==> config.mk <==
export PLATFORM = sky130hd
export DESIGN_NAME = stack_expression_alu_unit_flat
export DESIGN_NICKNAME = d
export VERILOG_FILES = /design/src/design/sea_pkg.sv /design/src/design/sea_if.sv /design/src/design/sea_stack.sv /design/src/design/sea_div.sv /design/src/design/stack_expression_alu_unit.sv /design/src/flat_wrapper.sv
export SDC_FILE = /design/constraint.sdc
export NUM_CORES = 1
export LEC_CHECK = 0
export BUFFER_PORTS_ARGS = -buffer_cell sky130_fd_sc_hd__buf_2
export CORE_MARGIN = 2
export CORE_UTILIZATION = 35
export DETAILED_ROUTE_END_ITERATION = 8
export PLACE_DENSITY = 0.54
export SLEW_MARGIN = 20
export SYNTH_ARGS = -nofsm -noshare
export SYNTH_HDL_FRONTEND = slang
export SYNTH_HIERARCHICAL = 1
export SYNTH_SLANG_ARGS = --single-unit
==> constraint.sdc <==
create_clock -name clk -period 6.6 [get_ports clk]
set_clock_uncertainty 0.1 [all_clocks]
set_input_delay 1.32 -clock clk [delete_from_list [all_inputs] [get_ports clk]]
set_output_delay 1.32 -clock clk [all_outputs]
set_load 0.01 [all_outputs]
==> src/design/sea_pkg.sv <==
// Shared constants, codes and types of the stack expression ALU.
`timescale 1ns / 1ps

package sea_pkg;

    localparam int STACK_DEPTH = 16;
    localparam int DATA_W      = 16;
    localparam int CMD_W       = 4;
    localparam int STS_W       = 2;
    localparam int SP_W        = $clog2(STACK_DEPTH + 1);
    localparam int IDX_W       = (STACK_DEPTH > 1) ? $clog2(STACK_DEPTH) : 1;
    localparam int CNT_W       = $clog2(DATA_W + 1);
    localparam int ADDR_W      = 3;

    // Command codes; the two top codes are unused and act as null.
    localparam logic [CMD_W-1:0] CMD_NULL = 4'd0;
    localparam logic [CMD_W-1:0] CMD_PUSH = 4'd1;
    localparam logic [CMD_W-1:0] CMD_ADD  = 4'd2;
    localparam logic [CMD_W-1:0] CMD_SUB  = 4'd3;
    localparam logic [CMD_W-1:0] CMD_MUL  = 4'd4;
    localparam logic [CMD_W-1:0] CMD_DIV  = 4'd5;
    localparam logic [CMD_W-1:0] CMD_MOD  = 4'd6;
    localparam logic [CMD_W-1:0] CMD_OR   = 4'd7;
    localparam logic [CMD_W-1:0] CMD_AND  = 4'd8;
    localparam logic [CMD_W-1:0] CMD_EQ   = 4'd9;
    localparam logic [CMD_W-1:0] CMD_NE   = 4'd10;
    localparam logic [CMD_W-1:0] CMD_GT   = 4'd11;
    localparam logic [CMD_W-1:0] CMD_LT   = 4'd12;
    localparam logic [CMD_W-1:0] CMD_RAND = 4'd13;

    localparam logic [STS_W-1:0] STS_OK    = 2'd0;
    localparam logic [STS_W-1:0] STS_UNDER = 2'd1;
    localparam logic [STS_W-1:0] STS_OVER  = 2'd2;
    localparam logic [STS_W-1:0] STS_DIVZ  = 2'd3;

    // Register index decoded from paddr[ADDR_W-1:2].
    localparam logic [ADDR_W-3:0] REG_INIT_SEED = 1'b0;

    typedef struct packed {
        logic              en;
        logic [IDX_W-1:0]  addr;
        logic [DATA_W-1:0] data;
    } stk_wr_t;

    typedef struct packed {
        logic              start;
        logic [DATA_W-1:0] dividend;
        logic [DATA_W-1:0] divisor;
    } div_req_t;

    typedef struct packed {
        logic              done;
        logic [DATA_W-1:0] quotient;
        logic [DATA_W-1:0] remainder;
    } div_rsp_t;

endpackage

==> src/design/sea_if.sv <==
// Valid/ready channel interfaces for commands and results.
`timescale 1ns / 1ps

interface sea_req_if import sea_pkg::*; ();
    logic              valid;
    logic              ready;
    logic [CMD_W-1:0]  cmd;
    logic [DATA_W-1:0] value;

    modport source (output valid, output cmd, output value, input ready);
    modport sink   (input valid, input cmd, input value, output ready);
endinterface

interface sea_rsp_if import sea_pkg::*; ();
    logic              valid;
    logic              ready;
    logic [DATA_W-1:0] top_value;
    logic [SP_W-1:0]   stack_depth;
    logic [STS_W-1:0]  status;

    modport source (output valid, output top_value, output stack_depth, output status,
                    input ready);
    modport sink   (input valid, input top_value, input stack_depth, input status,
                    output ready);
endinterface

==> src/design/sea_stack.sv <==
// Operand stack memory: one write port, two registered read ports.
`timescale 1ns / 1ps

module sea_stack import sea_pkg::*; (
    input  logic              clk,
    input  stk_wr_t           wr,
    input  logic [IDX_W-1:0]  rd_addr_a,
    input  logic [IDX_W-1:0]  rd_addr_b,
    output logic [DATA_W-1:0] rd_data_a,
    output logic [DATA_W-1:0] rd_data_b
);

    logic [DATA_W-1:0] mem [STACK_DEPTH];
    logic [DATA_W-1:0] rd_a_reg;
    logic [DATA_W-1:0] rd_b_reg;

    always_ff @(posedge clk)
    begin
        if (wr.en)
        begin
            mem[wr.addr] <= wr.data;
        end
    end

    always_ff @(posedge clk)
    begin
        rd_a_reg <= mem[rd_addr_a];
        rd_b_reg <= mem[rd_addr_b];
    end

    assign rd_data_a = rd_a_reg;
    assign rd_data_b = rd_b_reg;

endmodule

==> src/design/sea_div.sv <==
// Shared restoring divider: one quotient bit per cycle.
`timescale 1ns / 1ps

module sea_div import sea_pkg::*; (
    input  logic     clk,
    input  logic     rst_n,
    input  div_req_t req,
    output div_rsp_t rsp
);

    logic              busy_reg;
    logic              done_reg;
    logic [CNT_W-1:0]  cnt_reg;
    logic [DATA_W-1:0] rem_reg;
    logic [DATA_W-1:0] quo_reg;
    logic [DATA_W-1:0] dvs_reg;

    logic [DATA_W:0]   shifted;
    logic [DATA_W:0]   diff;
    logic [DATA_W-1:0] rem_next;

    // Shift in the next dividend bit and try the subtract.
    assign shifted  = {rem_reg, quo_reg[DATA_W-1]};
    assign diff     = shifted - {1'b0, dvs_reg};
    assign rem_next = diff[DATA_W] ? shifted[DATA_W-1:0] : diff[DATA_W-1:0];

    always_ff @(posedge clk or negedge rst_n)
    begin
        if (!rst_n)
        begin
            busy_reg <= 1'b0;
            done_reg <= 1'b0;
            cnt_reg  <= '0;
        end
        else
        begin
            done_reg <= 1'b0;
            if (req.start)
            begin
                busy_reg <= 1'b1;
                cnt_reg  <= CNT_W'(DATA_W);
            end
            else if (busy_reg)
            begin
                cnt_reg <= cnt_reg - 1'b1;
                if (cnt_reg == CNT_W'(1))
                begin
                    busy_reg <= 1'b0;
                    done_reg <= 1'b1;
                end
            end
        end
    end

    always_ff @(posedge clk)
    begin
        if (req.start)
        begin
            rem_reg <= '0;
            quo_reg <= req.dividend;
            dvs_reg <= req.divisor;
        end
        else if (busy_reg)
        begin
            rem_reg <= rem_next;
            quo_reg <= {quo_reg[DATA_W-2:0], ~diff[DATA_W]};
        end
    end

    assign rsp.done      = done_reg;
    assign rsp.quotient  = quo_reg;
    assign rsp.remainder = rem_reg;

endmodule

==> src/design/stack_expression_alu_unit.sv <==
// Top level of the stack expression ALU: sequencer, config port and result register.
`timescale 1ns / 1ps

//  channel   dir  transfer when          payload
//  req       in   req.valid & req.ready  cmd[3:0], value[15:0]
//  rsp       out  rsp.valid & rsp.ready  top_value[15:0], stack_depth[4:0], status[1:0]
//  apb       in   psel&penable&pwrite    paddr[2:0], pwdata[31:0] (seed at 0x0)
//
//  Div, mod and random that pass their checks wait in DIV for the shared divider;
//  every other command, and any that fails a check, goes from EXEC straight to DONE.
//  req.ready is high only while the sequencer is idle; one command is in flight.
//  A finished result waits in the output register; a new command is taken
//  meanwhile, and its own result holds in the final state until rsp drains.
//  Reset clears the stack pointer, the seed and the seed register.

module stack_expression_alu_unit import sea_pkg::*; (
    input  logic              clk,
    input  logic              rst_n,
    input  logic              psel,
    input  logic              penable,
    input  logic              pwrite,
    input  logic [ADDR_W-1:0] paddr,
    input  logic [31:0]       pwdata,
    output logic [31:0]       prdata,
    output logic              pready,
    sea_req_if.sink           req,
    sea_rsp_if.source         rsp
);

    typedef enum logic [3:0] {
        S_IDLE = 4'b0001,
        S_EXEC = 4'b0010,
        S_DIV  = 4'b0100,
        S_DONE = 4'b1000
    } state_t;

    state_t            state_reg, state_next;
    logic [CMD_W-1:0]  cmd_reg;
    logic [DATA_W-1:0] value_reg;
    logic [SP_W-1:0]   sp_reg;
    logic [SP_W-1:0]   sp_new_reg, sp_new_next;
    logic [DATA_W-1:0] seed_reg, seed_next;
    logic [DATA_W-1:0] init_seed_reg;
    logic [DATA_W-1:0] res_reg, res_next;
    logic [STS_W-1:0]  status_reg, status_next;
    logic              wr_pend_reg, wr_pend_next;
    logic [IDX_W-1:0]  wr_addr_reg, wr_addr_next;
    logic              use_rem_reg, use_rem_next;

    logic              rsp_valid_reg;
    logic [DATA_W-1:0] rsp_top_reg;
    logic [SP_W-1:0]   rsp_depth_reg;
    logic [STS_W-1:0]  rsp_status_reg;

    logic              accept;
    logic              cfg_we;
    logic              finish;
    logic [SP_W-1:0]   sp_m1;
    logic [SP_W-1:0]   sp_m2;
    logic [DATA_W-1:0] opnd_a;
    logic [DATA_W-1:0] opnd_b;
    logic [DATA_W-1:0] alu_result;
    logic [2*DATA_W-1:0] product;
    logic [DATA_W-1:0] seed_step;
    logic [DATA_W-1:0] top_next;
    logic              stack_full;
    logic              is_binary;
    logic              is_divmod;

    stk_wr_t           stk_wr;
    div_req_t          div_req;
    div_rsp_t          div_rsp;

    // ------------------------------------------------------------------
    // Configuration port: the seed register also loads the live seed.
    // ------------------------------------------------------------------
    assign pready = 1'b1;
    assign cfg_we = psel && penable && pwrite && (paddr[ADDR_W-1:2] == REG_INIT_SEED);
    assign prdata = (paddr[ADDR_W-1:2] == REG_INIT_SEED) ? 32'(init_seed_reg) : 32'd0;

    // ------------------------------------------------------------------
    // Stack memory. The read addresses follow the stack pointer at all
    // times, so the two top words are ready in the cycle after accept.
    // ------------------------------------------------------------------
    assign sp_m1 = sp_reg - SP_W'(1);
    assign sp_m2 = sp_reg - SP_W'(2);

    sea_stack u_stack (
        .clk       (clk),
        .wr        (stk_wr),
        .rd_addr_a (sp_m2[IDX_W-1:0]),
        .rd_addr_b (sp_m1[IDX_W-1:0]),
        .rd_data_a (opnd_a),
        .rd_data_b (opnd_b)
    );

    sea_div u_div (
        .clk   (clk),
        .rst_n (rst_n),
        .req   (div_req),
        .rsp   (div_rsp)
    );

    // ------------------------------------------------------------------
    // Operations computed in EXEC; div and mod go through the shared divider.
    // ------------------------------------------------------------------
    assign product   = opnd_a * opnd_b;
    assign seed_step = seed_reg + {seed_reg[DATA_W-3:0], 2'b00} + DATA_W'(1);

    always_comb
    begin
        unique case (cmd_reg)
            CMD_ADD: alu_result = opnd_a + opnd_b;
            CMD_SUB: alu_result = (opnd_a > opnd_b) ? (opnd_a - opnd_b) : '0;
            CMD_MUL: alu_result = product[DATA_W-1:0];
            CMD_OR:  alu_result = opnd_a | opnd_b;
            CMD_AND: alu_result = opnd_a & opnd_b;
            CMD_EQ:  alu_result = DATA_W'(opnd_a == opnd_b);
            CMD_NE:  alu_result = DATA_W'(opnd_a != opnd_b);
            CMD_GT:  alu_result = DATA_W'(opnd_a > opnd_b);
            CMD_LT:  alu_result = DATA_W'(opnd_a < opnd_b);
            default: alu_result = '0;
        endcase
    end

    assign stack_full = (sp_reg == SP_W'(STACK_DEPTH));
    assign is_binary  = (cmd_reg >= CMD_ADD) && (cmd_reg <= CMD_LT);
    assign is_divmod  = (cmd_reg == CMD_DIV) || (cmd_reg == CMD_MOD);

    assign accept = req.valid && req.ready;
    assign finish = (state_reg == S_DONE) && (!rsp_valid_reg || rsp.ready);

    // ------------------------------------------------------------------
    // Sequencer: EXEC checks and computes, DIV waits on the divider,
    // DONE commits the stack write and loads the output register.
    // ------------------------------------------------------------------
    always_comb
    begin
        state_next       = state_reg;
        sp_new_next      = sp_new_reg;
        seed_next        = seed_reg;
        res_next         = res_reg;
        status_next      = status_reg;
        wr_pend_next     = wr_pend_reg;
        wr_addr_next     = wr_addr_reg;
        use_rem_next     = use_rem_reg;
        div_req.start    = 1'b0;
        div_req.dividend = opnd_a;
        div_req.divisor  = opnd_b;

        unique case (state_reg)
            S_IDLE:
            begin
                if (accept)
                begin
                    state_next = S_EXEC;
                end
            end
            S_EXEC:
            begin
                status_next  = STS_OK;
                wr_pend_next = 1'b0;
                sp_new_next  = sp_reg;
                state_next   = S_DONE;
                priority if (cmd_reg == CMD_PUSH)
                begin
                    if (stack_full)
                    begin
                        status_next = STS_OVER;
                    end
                    else
                    begin
                        wr_pend_next = 1'b1;
                        wr_addr_next = sp_reg[IDX_W-1:0];
                        res_next     = value_reg;
                        sp_new_next  = sp_reg + SP_W'(1);
                    end
                end
                else if (is_binary)
                begin
                    if (sp_reg < SP_W'(2))
                    begin
                        status_next = STS_UNDER;
                    end
                    else if (is_divmod && (opnd_b == '0))
                    begin
                        status_next = STS_DIVZ;
                    end
                    else
                    begin
                        wr_pend_next = 1'b1;
                        wr_addr_next = sp_m2[IDX_W-1:0];
                        sp_new_next  = sp_m1;
                        res_next     = alu_result;
                        if (is_divmod)
                        begin
                            div_req.start = 1'b1;
                            use_rem_next  = (cmd_reg == CMD_MOD);
                            state_next    = S_DIV;
                        end
                    end
                end
                else if (cmd_reg == CMD_RAND)
                begin
                    if (stack_full)
                    begin
                        status_next = STS_OVER;
                    end
                    else if (value_reg == '0)
                    begin
                        status_next = STS_DIVZ;
                    end
                    else
                    begin
                        // Step the seed, then reduce it by the range.
                        seed_next        = seed_step;
                        div_req.start    = 1'b1;
                        div_req.dividend = seed_step;
                        div_req.divisor  = value_reg;
                        use_rem_next     = 1'b1;
                        wr_pend_next     = 1'b1;
                        wr_addr_next     = sp_reg[IDX_W-1:0];
                        sp_new_next      = sp_reg + SP_W'(1);
                        state_next       = S_DIV;
                    end
                end
                else
                begin
                    status_next = STS_OK;
                end
            end
            S_DIV:
            begin
                if (div_rsp.done)
                begin
                    res_next   = use_rem_reg ? div_rsp.remainder : div_rsp.quotient;
                    state_next = S_DONE;
                end
            end
            S_DONE:
            begin
                if (finish)
                begin
                    state_next = S_IDLE;
                end
            end
            default:
            begin
                state_next = S_IDLE;
            end
        endcase

        if (cfg_we)
        begin
            seed_next = pwdata[DATA_W-1:0];
        end
    end

    // Top after the step: the new word if one is written, else the old top.
    always_comb
    begin
        priority if (wr_pend_reg)
        begin
            top_next = res_reg;
        end
        else if (sp_reg != '0)
        begin
            top_next = opnd_b;
        end
        else
        begin
            top_next = '0;
        end
    end

    assign stk_wr.en   = finish && wr_pend_reg;
    assign stk_wr.addr = wr_addr_reg;
    assign stk_wr.data = res_reg;

    assign req.ready = (state_reg == S_IDLE);

    always_ff @(posedge clk or negedge rst_n)
    begin
        if (!rst_n)
        begin
            state_reg     <= S_IDLE;
            sp_reg        <= '0;
            seed_reg      <= '0;
            init_seed_reg <= '0;
            rsp_valid_reg <= 1'b0;
            wr_pend_reg   <= 1'b0;
        end
        else
        begin
            state_reg   <= state_next;
            seed_reg    <= seed_next;
            wr_pend_reg <= wr_pend_next;
            if (cfg_we)
            begin
                init_seed_reg <= pwdata[DATA_W-1:0];
            end
            if (finish)
            begin
                sp_reg        <= sp_new_reg;
                rsp_valid_reg <= 1'b1;
            end
            else if (rsp.ready)
            begin
                rsp_valid_reg <= 1'b0;
            end
        end
    end

    // Command, work and result payload.
    always_ff @(posedge clk)
    begin
        if (accept)
        begin
            cmd_reg   <= req.cmd;
            value_reg <= req.value;
        end
        sp_new_reg  <= sp_new_next;
        res_reg     <= res_next;
        status_reg  <= status_next;
        wr_addr_reg <= wr_addr_next;
        use_rem_reg <= use_rem_next;
        if (finish)
        begin
            rsp_top_reg    <= top_next;
            rsp_depth_reg  <= sp_new_reg;
            rsp_status_reg <= status_reg;
        end
    end

    assign rsp.valid       = rsp_valid_reg;
    assign rsp.top_value   = rsp_top_reg;
    assign rsp.stack_depth = rsp_depth_reg;
    assign rsp.status      = rsp_status_reg;

    // ------------------------------------------------------------------
    // Checks
    // ------------------------------------------------------------------
    a_sp_range: assert property (@(posedge clk) disable iff (!rst_n)
        sp_reg <= SP_W'(STACK_DEPTH))
        else $error("stack pointer beyond stack depth");

    a_sp_only_at_done: assert property (@(posedge clk) disable iff (!rst_n)
        (state_reg != S_DONE) |=> $stable(sp_reg))
        else $error("stack pointer moved outside commit");

    a_accept_exec: assert property (@(posedge clk) disable iff (!rst_n)
        accept |=> (state_reg == S_EXEC))
        else $error("accepted command did not enter execute");

    a_div_done_state: assert property (@(posedge clk) disable iff (!rst_n)
        div_rsp.done |-> (state_reg == S_DIV))
        else $error("divider finished outside divide wait");

    a_under_depth: assert property (@(posedge clk) disable iff (!rst_n)
        (rsp.valid && (rsp.status == STS_UNDER)) |-> (rsp.stack_depth < SP_W'(2)))
        else $error("underflow reported with two or more words held");

endmodule

==> src/flat_wrapper.sv <==
// flat-port wrapper written by rule: the top's interface ports become plain ports
module stack_expression_alu_unit_flat import sea_pkg::*;
  (clk, rst_n, psel, penable, pwrite, paddr, pwdata, prdata, pready, req_valid, req_cmd, req_value, req_ready, rsp_valid, rsp_top_value, rsp_stack_depth, rsp_status, rsp_ready);
  sea_req_if req_i ();
  sea_rsp_if rsp_i ();
  input  logic clk;
  input  logic rst_n;
  input  logic psel;
  input  logic penable;
  input  logic pwrite;
  input  logic [ADDR_W-1:0] paddr;
  input  logic [31:0] pwdata;
  output logic [31:0] prdata;
  output logic pready;
  input wire logic [$bits(req_i.valid)-1:0] req_valid;
  input wire logic [$bits(req_i.cmd)-1:0] req_cmd;
  input wire logic [$bits(req_i.value)-1:0] req_value;
  output wire logic [$bits(req_i.ready)-1:0] req_ready;
  output wire logic [$bits(rsp_i.valid)-1:0] rsp_valid;
  output wire logic [$bits(rsp_i.top_value)-1:0] rsp_top_value;
  output wire logic [$bits(rsp_i.stack_depth)-1:0] rsp_stack_depth;
  output wire logic [$bits(rsp_i.status)-1:0] rsp_status;
  input wire logic [$bits(rsp_i.ready)-1:0] rsp_ready;
  assign req_i.valid = req_valid;
  assign req_i.cmd = req_cmd;
  assign req_i.value = req_value;
  assign req_ready = req_i.ready;
  assign rsp_valid = rsp_i.valid;
  assign rsp_top_value = rsp_i.top_value;
  assign rsp_stack_depth = rsp_i.stack_depth;
  assign rsp_status = rsp_i.status;
  assign rsp_i.ready = rsp_ready;
  stack_expression_alu_unit u_core (.clk(clk), .rst_n(rst_n), .psel(psel), .penable(penable), .pwrite(pwrite), .paddr(paddr), .pwdata(pwdata), .prdata(prdata), .pready(pready), .req(req_i), .rsp(rsp_i));
endmodule
==> summary.md, run 1 <==
| Metric | Value |
|---|---|
| Worst path required time | `6910 ps` |
| Num CTS Buffers | `50` |
| Vias in the first global route | `19400` |
| Flops & latches, synth | `~460` |
| First-pass GRT wire length | `123.0 mm` |
| Startpoint Class | `flip-flop` |
| Outcome | `finished, final reports clean` |
| Worst slew pin tran | `1121 ps` |
| Critical Path Max Stage Delay | `around 650 ps` |
| Width of the die | `approximately 290 µm` |
| Top-Level Pins | `120` |
| Minimum clock period | `6318 ps` |
| TritonCTS clock tree | `built` |
| 1st-iter DRT viols | `1818` |
| Share of the synthesized area in the top cell type | `38.78%` |
| Area grow syn2layout | `11.75%` |
| Dpl hpwl | `57.85 mm` |
| Synth cell count leaders | `edfxtp_1 (359), nand2_1 (267), inv_1 (177)` |
| Most common cell in the netlist | `edfxtp_1` |
| WP data arrival | `6630 ps` |
| Routability cong. | `roughly 0.94` |
| Post-Layout Cell Count | `3484` |
| Final hold vios | `0` |
| RSZ-0062 raised after global routing | `no` |
| Clock Pin Slew Worst Setup and Hold Paths | `60 ps` |
| Synth cell types | `between 100 and 150` |
| Total grt overflow | `0` |
| Max Cap Viol | `0` |
| CP max stage cell | `dfxtp_1` |
| Resized Gates After CTS | `0` |
| Largest net degree at the start of global routing | `64` |
| Share of layout cells above drive strength 1 | `about 17%` |
| Per-cell routed wire length | `23.34 µm` |
| Final setup fails | `0` |
| Register area | `~13000 µm²` |
| Port Buffers | `84` |
| Synth top area cells | `edfxtp_1 (39%), mux4_2 (8.3%), ha_1 (6.2%), fa_1 (5.9%), dfrtp_1 (4.4%)` |
| Final Cycle Share | `95.72%` |
| Mean area per synthesized cell | `12.10 µm²` |
| Antenna violations before repair | `5` |
| Tot GR Track Use | `between 15 and 20%` |
| Hold Path Class | `reg -> reg` |
| Longest Clk Path Bufs | `3` |
| Critical path fanouts, max | `7` |
| Vias | `approximately 19000` |
| WS Path Type | `reg -> reg` |
| Placed cells | `approximately 3400` |
| Synth Flop Type | `edfxtp_1` |
| Die Footprint | `81700 µm²` |
| Total wire length | `between 80 and 90 mm` |
| Core area | `78870 µm²` |
| Post-CTS Hold Fix Bufs | `0` |
| Syn Inst Count | `2298` |
| Synth Warn # | `6` |
| Routed Antenna Nets | `0` |
| Max reg flops | `256` |
| H-tree Lvls | `2` |
| Clock latency on the worst-skew pair | `630 ps` |
| Seq/Total Area, Yosys | `about 47%` |
| Fmax | `158.3 MHz` |
| Fill cells | `~7600` |
| Multi-input gate area | `13420 µm²` |
| Synthesized cell area | `27800 µm²` |
| DRC | `0` |
| Initial core utilization | `35.25%` |
| DR pass1 iterations | `6` |
| FP Rows | `between 100 and 150` |
| Die Y | `around 290 µm` |
| Post-synth EDFFs | `359` |
| Async SR Flop Fraction | `10.94%` |
| Worst slew margin | `between 20% and 30%` |
| Most used cell, CP | `fa_1` |
| Diodes inserted | `0` |
| Crit path cell chain | `ha_1 -> xnor2_1 -> ha_1 -> a31oi_1 -> fa_1 -> fa_1 -> fa_1 -> inv_1 -> fa_1 -> inv_1 -> fa_1 -> inv_1 -> ha_1 -> a21o_1 -> and2_1 -> o31ai_1 -> buf_4 -> xnor2_1 -> a21oi_1 -> a32oi_1` |
| Yosys top cell by area | `edfxtp_1` |
| Root Buffer | `clkbuf_16` |
| Most flops, register | `u_core/u_stack/mem` |
| Max Slew Vio Count | `0` |
| Vias/cell | `5.494` |
| CTS sink cnt | `between 400 and 500` |
| CP Capture Type | `flip-flop` |
| Total setup buffers inserted after CTS | `0` |
| Final setup TNS | `0 ps` |
| Final #Nets | `2674` |
==> path summary, 6_finish.rpt <==
| path | startpoint | endpoint | slack (ps) | depth (start not counted) |
|---|---|---|---|---|
| worst max-delay path | u_core/u_stack/rd_data_a[5]$_DFF_P_ | u_core/res_reg[15]$_DFFE_PP_ | 280 | 20 |
| max in group asynchronous | rst_n | u_core/sp_reg[0]$_DFFE_PN0P_ | 5280 | 1 |
| worst min-delay path | u_core/sp_new_reg[3]$_DFFE_PP_ | u_core/rsp.stack_depth[3]$_DFFE_PP_ | 360 | 0 |
| worst min register to register | u_core/sp_new_reg[3]$_DFFE_PP_ | u_core/rsp.stack_depth[3]$_DFFE_PP_ | 360 | 0 |
| worst max register to register | u_core/u_stack/rd_data_a[5]$_DFF_P_ | u_core/res_reg[15]$_DFFE_PP_ | 280 | 20 |
| min in group asynchronous | rst_n | u_core/sp_reg[2]$_DFFE_PN0P_ | 640 | 1 |
==> through the flow <==
| stage | util [%] | setup slack [ps] | hold WS, ps | area, µm² |
|---|---|---|---|---|
| 2_1_floorplan | - | 963.9 | 300.3 | 27860 |
| 3_3_place_gp | 37.27 | 341.5 | 314.2 | 29390 |
| 3_5_place_dp | 37.29 | 409.1 | 316.4 | 29410 |
| 4_1_cts | 39.39 | 296.7 | 362.8 | 31060 |
| 5_1_grt | 39.39 | 0.4006 | 377.1 | 31070 |
| 6_report | 39.39 | 282.4 | 359.6 | 31070 |
==> cells in the final DEF (no fill, tap or decap), types with 17 or more instances in the layout <==
| cell type | instances |
|---|---|
| edfxtp_1 | 359 |
| nand2_1 | 267 |
| inv_1 | 174 |
| nor2_1 | 160 |
| ha_1 | 137 |
| mux4_2 | 102 |
| buf_2 | 83 |
| o21ai_0 | 83 |
| fa_1 | 82 |
| buf_4 | 75 |
| a22oi_1 | 74 |
| a21oi_1 | 65 |
| xnor2_1 | 55 |
| clkbuf_16 | 50 |
| dfrtp_1 | 48 |
| dfxtp_1 | 48 |
| nor2b_1 | 34 |
| mux2i_1 | 29 |
| xor2_1 | 25 |
| nor3_1 | 24 |
| mux4_1 | 24 |
| o211ai_1 | 23 |
| a22o_1 | 22 |
| a31oi_1 | 21 |
| clkinv_1 | 20 |
| a211oi_1 | 19 |
| nand3_1 | 19 |
| mux2_2 | 19 |
| nand2b_1 | 17 |
| conb_1 | 17 |
==> worst max-delay path, delay by kind of cell (launching register included) <==
family / cells / cell delay (ps)
AND/OR/NAND/NOR: 1 / 170
adder cells (fa/ha/maj): 8 / 3280
buffers and inverters: 4 / 360
flip-flops: 1 / 650
AO/OA/AOI/OAI: 5 / 1240
XOR/XNOR: 2 / 300
==> layout make-up <==
type                    instances  area share (%)
flip-flops and latches        457           41.83
inverters                     189           2.291
well taps                    1050           4.229
multi-input cells            1537           43.18
clock inverters                30           1.095
clock buffers                  63           4.217
repair buffers                158           3.149
==> per-layer routing <==
metal  GRT usage (%)  wire (µm)  up-vias
li1                -          -     8580
met1           26.93      34810     9750
met2           33.28      39270      672
met3           2.727       5164      137
met4           5.380       2047        2
met5               0         13        -
==> cell families after synthesis <==
kind of cell	share of synthesized area [%]
adder cells (fa/ha/maj)	12.07
AND/OR/NAND/NOR	10.11
multiplexers	12.52
buffers and inverters	5.567
other	0.02701
XOR/XNOR	2.601
flip-flops	46.74
AO/OA/AOI/OAI	10.36
Power of run 1 is left out: the tool's default activity adds up to more than one toggle a clock period on the data nets, which glitch-free logic cannot reach.
==> run 2: changes to the inputs <==
--- a/config.mk
+++ b/config.mk
@@ -6,10 +6,12 @@
 export NUM_CORES = 1
 export LEC_CHECK = 0
 export BUFFER_PORTS_ARGS = -buffer_cell sky130_fd_sc_hd__buf_2
+export CELL_PAD_IN_SITES_DETAIL_PLACEMENT = 0
+export CELL_PAD_IN_SITES_GLOBAL_PLACEMENT = 2
 export CORE_MARGIN = 2
 export CORE_UTILIZATION = 35
 export DETAILED_ROUTE_END_ITERATION = 8
-export PLACE_DENSITY = 0.54
+export PLACE_DENSITY = 0.71
 export SLEW_MARGIN = 20
 export SYNTH_ARGS = -nofsm -noshare
 export SYNTH_HDL_FRONTEND = slang
==> summary.md, run 2 (synthesis results as in run 1) <==
| Metric | Value |
|---|---|
| Outcome | `finished, final reports clean` |
| RSZ-0062 raised after global routing | `no` |
| Placed cell area | `29440 µm² (about the same)` |
| Final hold slack | `322.3 ps (-37.26 ps)` |
| Hold Path Class | `reg -> reg` |
| First-pass GRT wire length | `125.4 mm (+2.0%)` |
| Diodes inserted | `0 (unchanged)` |
| Critical path fanouts, max | `5 (-2)` |
| Final #Nets | `2682 (+0.30%)` |
| Most flops, register | `u_core/u_stack/mem` |
| Commonest cells after routing, fill and taps aside | `edfxtp_1 (359), nand2_1 (267), inv_1 (174), nor2_1 (171), ha_1 (137)` |
| Top-Level Pins | `120 (unchanged)` |
| Share of layout cells above drive strength 1 | `16.82% (+0.061 points)` |
| Die Footprint | `81700 µm² (unchanged)` |
| DRC | `0 (unchanged)` |
| Largest net degree at the start of global routing | `64 (unchanged)` |
| Fill cells | `7606 (+0.48%)` |
| Max Slew Vio Count | `0 (unchanged)` |
| Tot GR Track Use | `20.51% (+0.68 points)` |
| Per-cell routed wire length | `24.09 µm (+3.2%)` |
| TritonCTS clock tree | `built` |
| Resized Gates After CTS | `0 (unchanged)` |
| Startpoint Class | `flip-flop` |
| Dpl hpwl | `60.30 mm (+4.2%)` |
| Worst slew margin | `22.20% (-3.1 points)` |
| Max Cap Viol | `0 (unchanged)` |
| Vias in the first global route | `19380 (-0.072%)` |
| Port Buffers | `84 (unchanged)` |
| Total setup buffers inserted after CTS | `0 (unchanged)` |
| Worst path required time | `6920 ps (about the same)` |
| Total grt overflow | `0 (unchanged)` |
| DR pass1 iterations | `7 (+1)` |
| Longest Clk Path Bufs | `3 (unchanged)` |
| Vias/cell | `5.430 (-1.2%)` |
| Area grow syn2layout | `11.97%` |
| Routability cong. | `0.9072 (-3.7%)` |
| Core area | `78870 µm² (unchanged)` |
| Antenna violations before repair | `2 (-3)` |
| WP data arrival | `6470 ps (-160 ps)` |
| Worst slew pin tran | `1166 ps (+44.96 ps)` |
| Root Buffer | `clkbuf_16` |
| Final setup fails | `0 (unchanged)` |
| Minimum clock period | `6148 ps (-169.7 ps)` |
| Final Cycle Share | `93.15% (-2.6 points)` |
| Final instance area | `31130 µm² (+0.20%)` |
| WS Path Type | `reg -> reg` |
| Commonest non-fill, non-tap cell in the layout | `edfxtp_1` |
| CP startpoint | `u_core/u_stack/rd_data_a[7]$_DFF_P_` |
| Hold wc startpoint | `u_core/status_reg[0]$_SDFFCE_PP0P_` |
| Max reg flops | `256 (unchanged)` |
| Final setup TNS | `0 ps (unchanged)` |
| Num CTS Buffers | `50 (unchanged)` |
| Worst r2r src | `u_core/u_stack/rd_data_a[7]$_DFF_P_` |
| CP Capture Type | `flip-flop` |
| Vias | `18970 (-0.90%)` |
| FP Rows | `103 (unchanged)` |
| Routed Antenna Nets | `0 (unchanged)` |
| Clock Pin Slew Worst Setup and Hold Paths | `60 ps (about the same)` |
| Clock latency on the worst-skew pair | `620 ps (about the same)` |
| Fmax | `162.7 MHz (+2.8%)` |
| CTS sink cnt | `457 (unchanged)` |
| H-tree Lvls | `2 (unchanged)` |
| Final hold vios | `0 (unchanged)` |
| Initial core utilization | `35.25% (unchanged)` |
| Die Y | `285.8 µm (unchanged)` |
| 1st-iter DRT viols | `1433 (-21%)` |
| Width of the die | `285.8 µm (unchanged)` |
| Total wire length | `84.15 mm (+3.5%)` |
| Post-CTS Hold Fix Bufs | `0 (unchanged)` |
==> run 2: critical path, stage by stage, from the launching register on <==
cell     delay (ps)
dfxtp_1         530
ha_1            430
inv_1           110
fa_1            510
fa_1            510
inv_1            50
fa_1            510
fa_1            500
inv_1            50
fa_1            450
fa_1            390
xnor2_1         230
xnor2_1         170
xnor2_1         160
xnor2_1         140
xnor3_1         430
xnor2_1         320
a21oi_1         120
a32oi_1         240
==> run 2: routing by layer <==
layer / up-vias / track usage [%] / wire length, µm
met5: - / 0 / 0
met4: 0 / 4.777 / 1765
met3: 103 / 2.456 / 3688
met2: 489 / 35.63 / 41880
met1: 9755 / 27.38 / 36820
li1: 8621 / - / -
==> run 2: path summary, 6_finish.rpt <==
check                                            endpoint  slack (ps)  cells after the start
max                          u_core/res_reg[15]$_DFFE_PP_         450                     18
min                        u_core/rsp.status[0]$_DFFE_PP_         320                      0
max reg2reg                  u_core/res_reg[15]$_DFFE_PP_         450                     18
min reg2reg                u_core/rsp.status[0]$_DFFE_PP_         320                      0
max in group asynchronous    u_core/sp_reg[0]$_DFFE_PN0P_        5190                      2
min in group asynchronous    u_core/sp_reg[3]$_DFFE_PN0P_         710                      2
==> run 2: through the flow <==
step	worst slack [ps]	util (%)	instances
2_1_floorplan	963.9	-	2313
5_1_grt	177.5	39.47	3493
6_report	452.1	39.47	3493
4_1_cts	410.8	39.45	3492
3_5_place_dp	477.3	37.33	3398
3_3_place_gp	508.5	37.32	3398
==> run 2: area by class of cell <==
| class | count | area [µm²] | area share, % |
|---|---|---|---|
| multi-input combinational | 1537 | 13390 | 43.01 |
| clock inverter | 28 | 310.3 | 0.9968 |
| timing repair buffer | 166 | 1044 | 3.352 |
| sequential | 457 | 13000 | 41.75 |
| clock buffer | 66 | 1363 | 4.377 |
| inverter | 189 | 711.9 | 2.287 |
| tap | 1050 | 1314 | 4.220 |
Power of run 2 is left out for the same reason.
==> run 3: changes to the inputs <==
--- a/config.mk
+++ b/config.mk
@@ -5,13 +5,13 @@
 export SDC_FILE = /design/constraint.sdc
 export NUM_CORES = 1
 export LEC_CHECK = 0
-export BUFFER_PORTS_ARGS = -buffer_cell sky130_fd_sc_hd__buf_2
+export BUFFER_PORTS_ARGS = -buffer_cell sky130_fd_sc_hd__clkbuf_2
 export CELL_PAD_IN_SITES_DETAIL_PLACEMENT = 0
 export CELL_PAD_IN_SITES_GLOBAL_PLACEMENT = 2
 export CORE_MARGIN = 2
 export CORE_UTILIZATION = 35
 export DETAILED_ROUTE_END_ITERATION = 8
-export PLACE_DENSITY = 0.71
+export PLACE_DENSITY_LB_ADDON = 0.1
 export SLEW_MARGIN = 20
 export SYNTH_ARGS = -nofsm -noshare
 export SYNTH_HDL_FRONTEND = slang
==> summary.md, run 3 (synthesis results as in run 1) <==
| Metric | Value |
|---|---|
| Outcome | `finished, final reports clean` |
| FP Rows | `103 (unchanged)` |
| Clock Pin Slew Worst Setup and Hold Paths | `70 ps (about the same)` |
| CTS sink cnt | `457 (unchanged)` |
| Max Cap Viol | `0 (unchanged)` |
| Worst path required time | `6910 ps (about the same)` |
| First-pass GRT wire length | `130.7 mm (+4.2%)` |
| Startpoint Class | `flip-flop` |
| Fill cells | `7654 (+0.63%)` |
| Max reg flops | `256 (unchanged)` |
| Total grt overflow | `0 (unchanged)` |
| Total wire length | `88.76 mm (+5.5%)` |
| Tot GR Track Use | `21.73% (+1.2 points)` |
| Worst slew margin | `24.83% (+2.6 points)` |
| Area grow syn2layout | `12.25%` |
| Port Buffers | `84 (unchanged)` |
| Dpl hpwl | `64.64 mm (+7.2%)` |
| Longest Clk Path Bufs | `3 (unchanged)` |
| Vias in the first global route | `19620 (+1.2%)` |
| Max Slew Vio Count | `0 (unchanged)` |
| Minimum clock period | `6280 ps (+132.2 ps)` |
| Vias/cell | `5.340 (-1.7%)` |
| Share of layout cells above drive strength 1 | `17.42% (+0.59 points)` |
| WS Path Type | `reg -> reg` |
| Commonest cells after routing, fill and taps aside | `edfxtp_1 (359), nand2_1 (267), inv_1 (174), nor2_1 (160), ha_1 (137)` |
| Routed Antenna Nets | `0 (unchanged)` |
| Final setup TNS | `0 ps (unchanged)` |
| Resized Gates After CTS | `0 (unchanged)` |
| DR pass1 iterations | `7 (unchanged)` |
| Critical path fanouts, max | `6 (+1)` |
| Final #Nets | `2702 (+0.75%)` |
| Final hold vios | `0 (unchanged)` |
| TritonCTS clock tree | `built` |
| H-tree Lvls | `2 (unchanged)` |
| Vias | `18760 (-1.1%)` |
| Diodes inserted | `0 (unchanged)` |
| Per-cell routed wire length | `25.27 µm (+4.9%)` |
| CP Capture Type | `flip-flop` |
| WP data arrival | `6590 ps (+120 ps)` |
| Num CTS Buffers | `52 (+4.0%)` |
| Worst slew pin tran | `1128 ps (-38.19 ps)` |
| Most flops, register | `u_core/u_stack/mem` |
| Register area | `13000 µm² (unchanged)` |
| Fmax | `159.2 MHz (-2.1%)` |
| Commonest non-fill, non-tap cell in the layout | `edfxtp_1` |
| Total setup buffers inserted after CTS | `0 (unchanged)` |
| Clock latency on the worst-skew pair | `650 ps (+30 ps)` |
| Initial core utilization | `35.25% (unchanged)` |
| Antenna violations before repair | `3 (+1)` |
| Core area | `78870 µm² (unchanged)` |
| Width of the die | `285.8 µm (unchanged)` |
| Die Footprint | `81700 µm² (unchanged)` |
| Die Y | `285.8 µm (unchanged)` |
| Final Cycle Share | `95.15% (+2.0 points)` |
| Post-CTS Hold Fix Bufs | `0 (unchanged)` |
| Routability cong. | `0.8680 (-4.3%)` |
| 1st-iter DRT viols | `1251 (-13%)` |
| DRC | `0 (unchanged)` |
| Top-Level Pins | `120 (unchanged)` |
| Hold Path Class | `reg -> reg` |
| Multi-input gate area | `13420 µm² (+0.19%)` |
| RSZ-0062 raised after global routing | `no` |
| Root Buffer | `clkbuf_16` |
| Final setup fails | `0 (unchanged)` |
| Largest net degree at the start of global routing | `64 (unchanged)` |
==> run 3: changes by cell type in the layout (fill, tap and decap cells not counted), moves of 3 or more <==
cell / before / now
clkbuf_8: 3 / 0
nor2_1: 171 / 160
bufinv_16: 4 / 1
clkbuf_2: 0 / 84
buf_4: 81 / 100
buf_2: 84 / 0
clkinv_2: 8 / 4
nor2_2: 3 / 13
clkinv_1: 17 / 29
==> run 3: layout make-up <==
type                            count  share of cell area [%]
Clock inverter                     31                  0.7938
Tap cell                         1050                   4.210
Multi-Input combinational cell   1537                   42.99
Sequential cell                   457                   41.65
Inverter                          189                   2.281
Timing Repair Buffer              184                   3.753
Clock buffer                       65                   4.326
==> run 3: worst paths after layout <==
| kind | cells after the start | slack [ps] | endpoint | from |
|---|---|---|---|---|
| min in group asynchronous | 2 | 680 | u_core/sp_reg[3]$_DFFE_PN0P_ | rst_n |
| hold / removal | 0 | 320 | u_core/rsp.status[0]$_DFFE_PP_ | u_core/status_reg[0]$_SDFFCE_PP0P_ |
| setup / recovery | 20 | 320 | u_core/res_reg[15]$_DFFE_PP_ | u_core/u_stack/rd_data_a[5]$_DFF_P_ |
| hold reg to reg | 0 | 320 | u_core/rsp.status[0]$_DFFE_PP_ | u_core/status_reg[0]$_SDFFCE_PP0P_ |
| max in group asynchronous | 2 | 5200 | u_core/sp_reg[0]$_DFFE_PN0P_ | rst_n |
| setup reg to reg | 20 | 320 | u_core/res_reg[15]$_DFFE_PP_ | u_core/u_stack/rd_data_a[5]$_DFF_P_ |
==> run 3: routing by layer <==
layer / vias up / track usage [%] / share of wire, %
met4: 0 / 5.065 / 2.1
met1: 9586 / 28.19 / 43
met2: 428 / 38.94 / 51
li1: 8650 / - / -
met3: 96 / 2.313 / 4.0
met5: - / 0 / 0
==> run 3: critical path, stage by stage, from the launching register on <==
cell and delay (ps):
dfxtp_1 550, ha_1 410, xnor2_1 140, ha_1 210, a31oi_1 210, fa_1 490, fa_1 500, fa_1 540
inv_1 50, fa_1 470, inv_1 50, fa_1 470, inv_1 40, ha_1 320, a21o_1 190, and2_1 180
o31ai_1 330, buf_4 210, xnor2_1 190, a21oi_1 120, a32oi_1 300
==> run 3: metrics by stage <==
stage / hold WS [ps] / cells / util [%] / area, µm² / setup WS (ps)
4_1_cts: 327.4 / 3513 / 39.57 / 31210 / 363.4
5_1_grt: 335.9 / 3513 / 39.57 / 31210 / 87.10
3_3_place_gp: 312.0 / 3417 / 37.53 / 29600 / 409.7
3_5_place_dp: 312.8 / 3417 / 37.54 / 29610 / 429.4
2_1_floorplan: 300.3 / 2313 / - / 27860 / 963.9
6_report: 323.8 / 3513 / 39.57 / 31210 / 319.9
Power of run 3 is left out for the same reason.
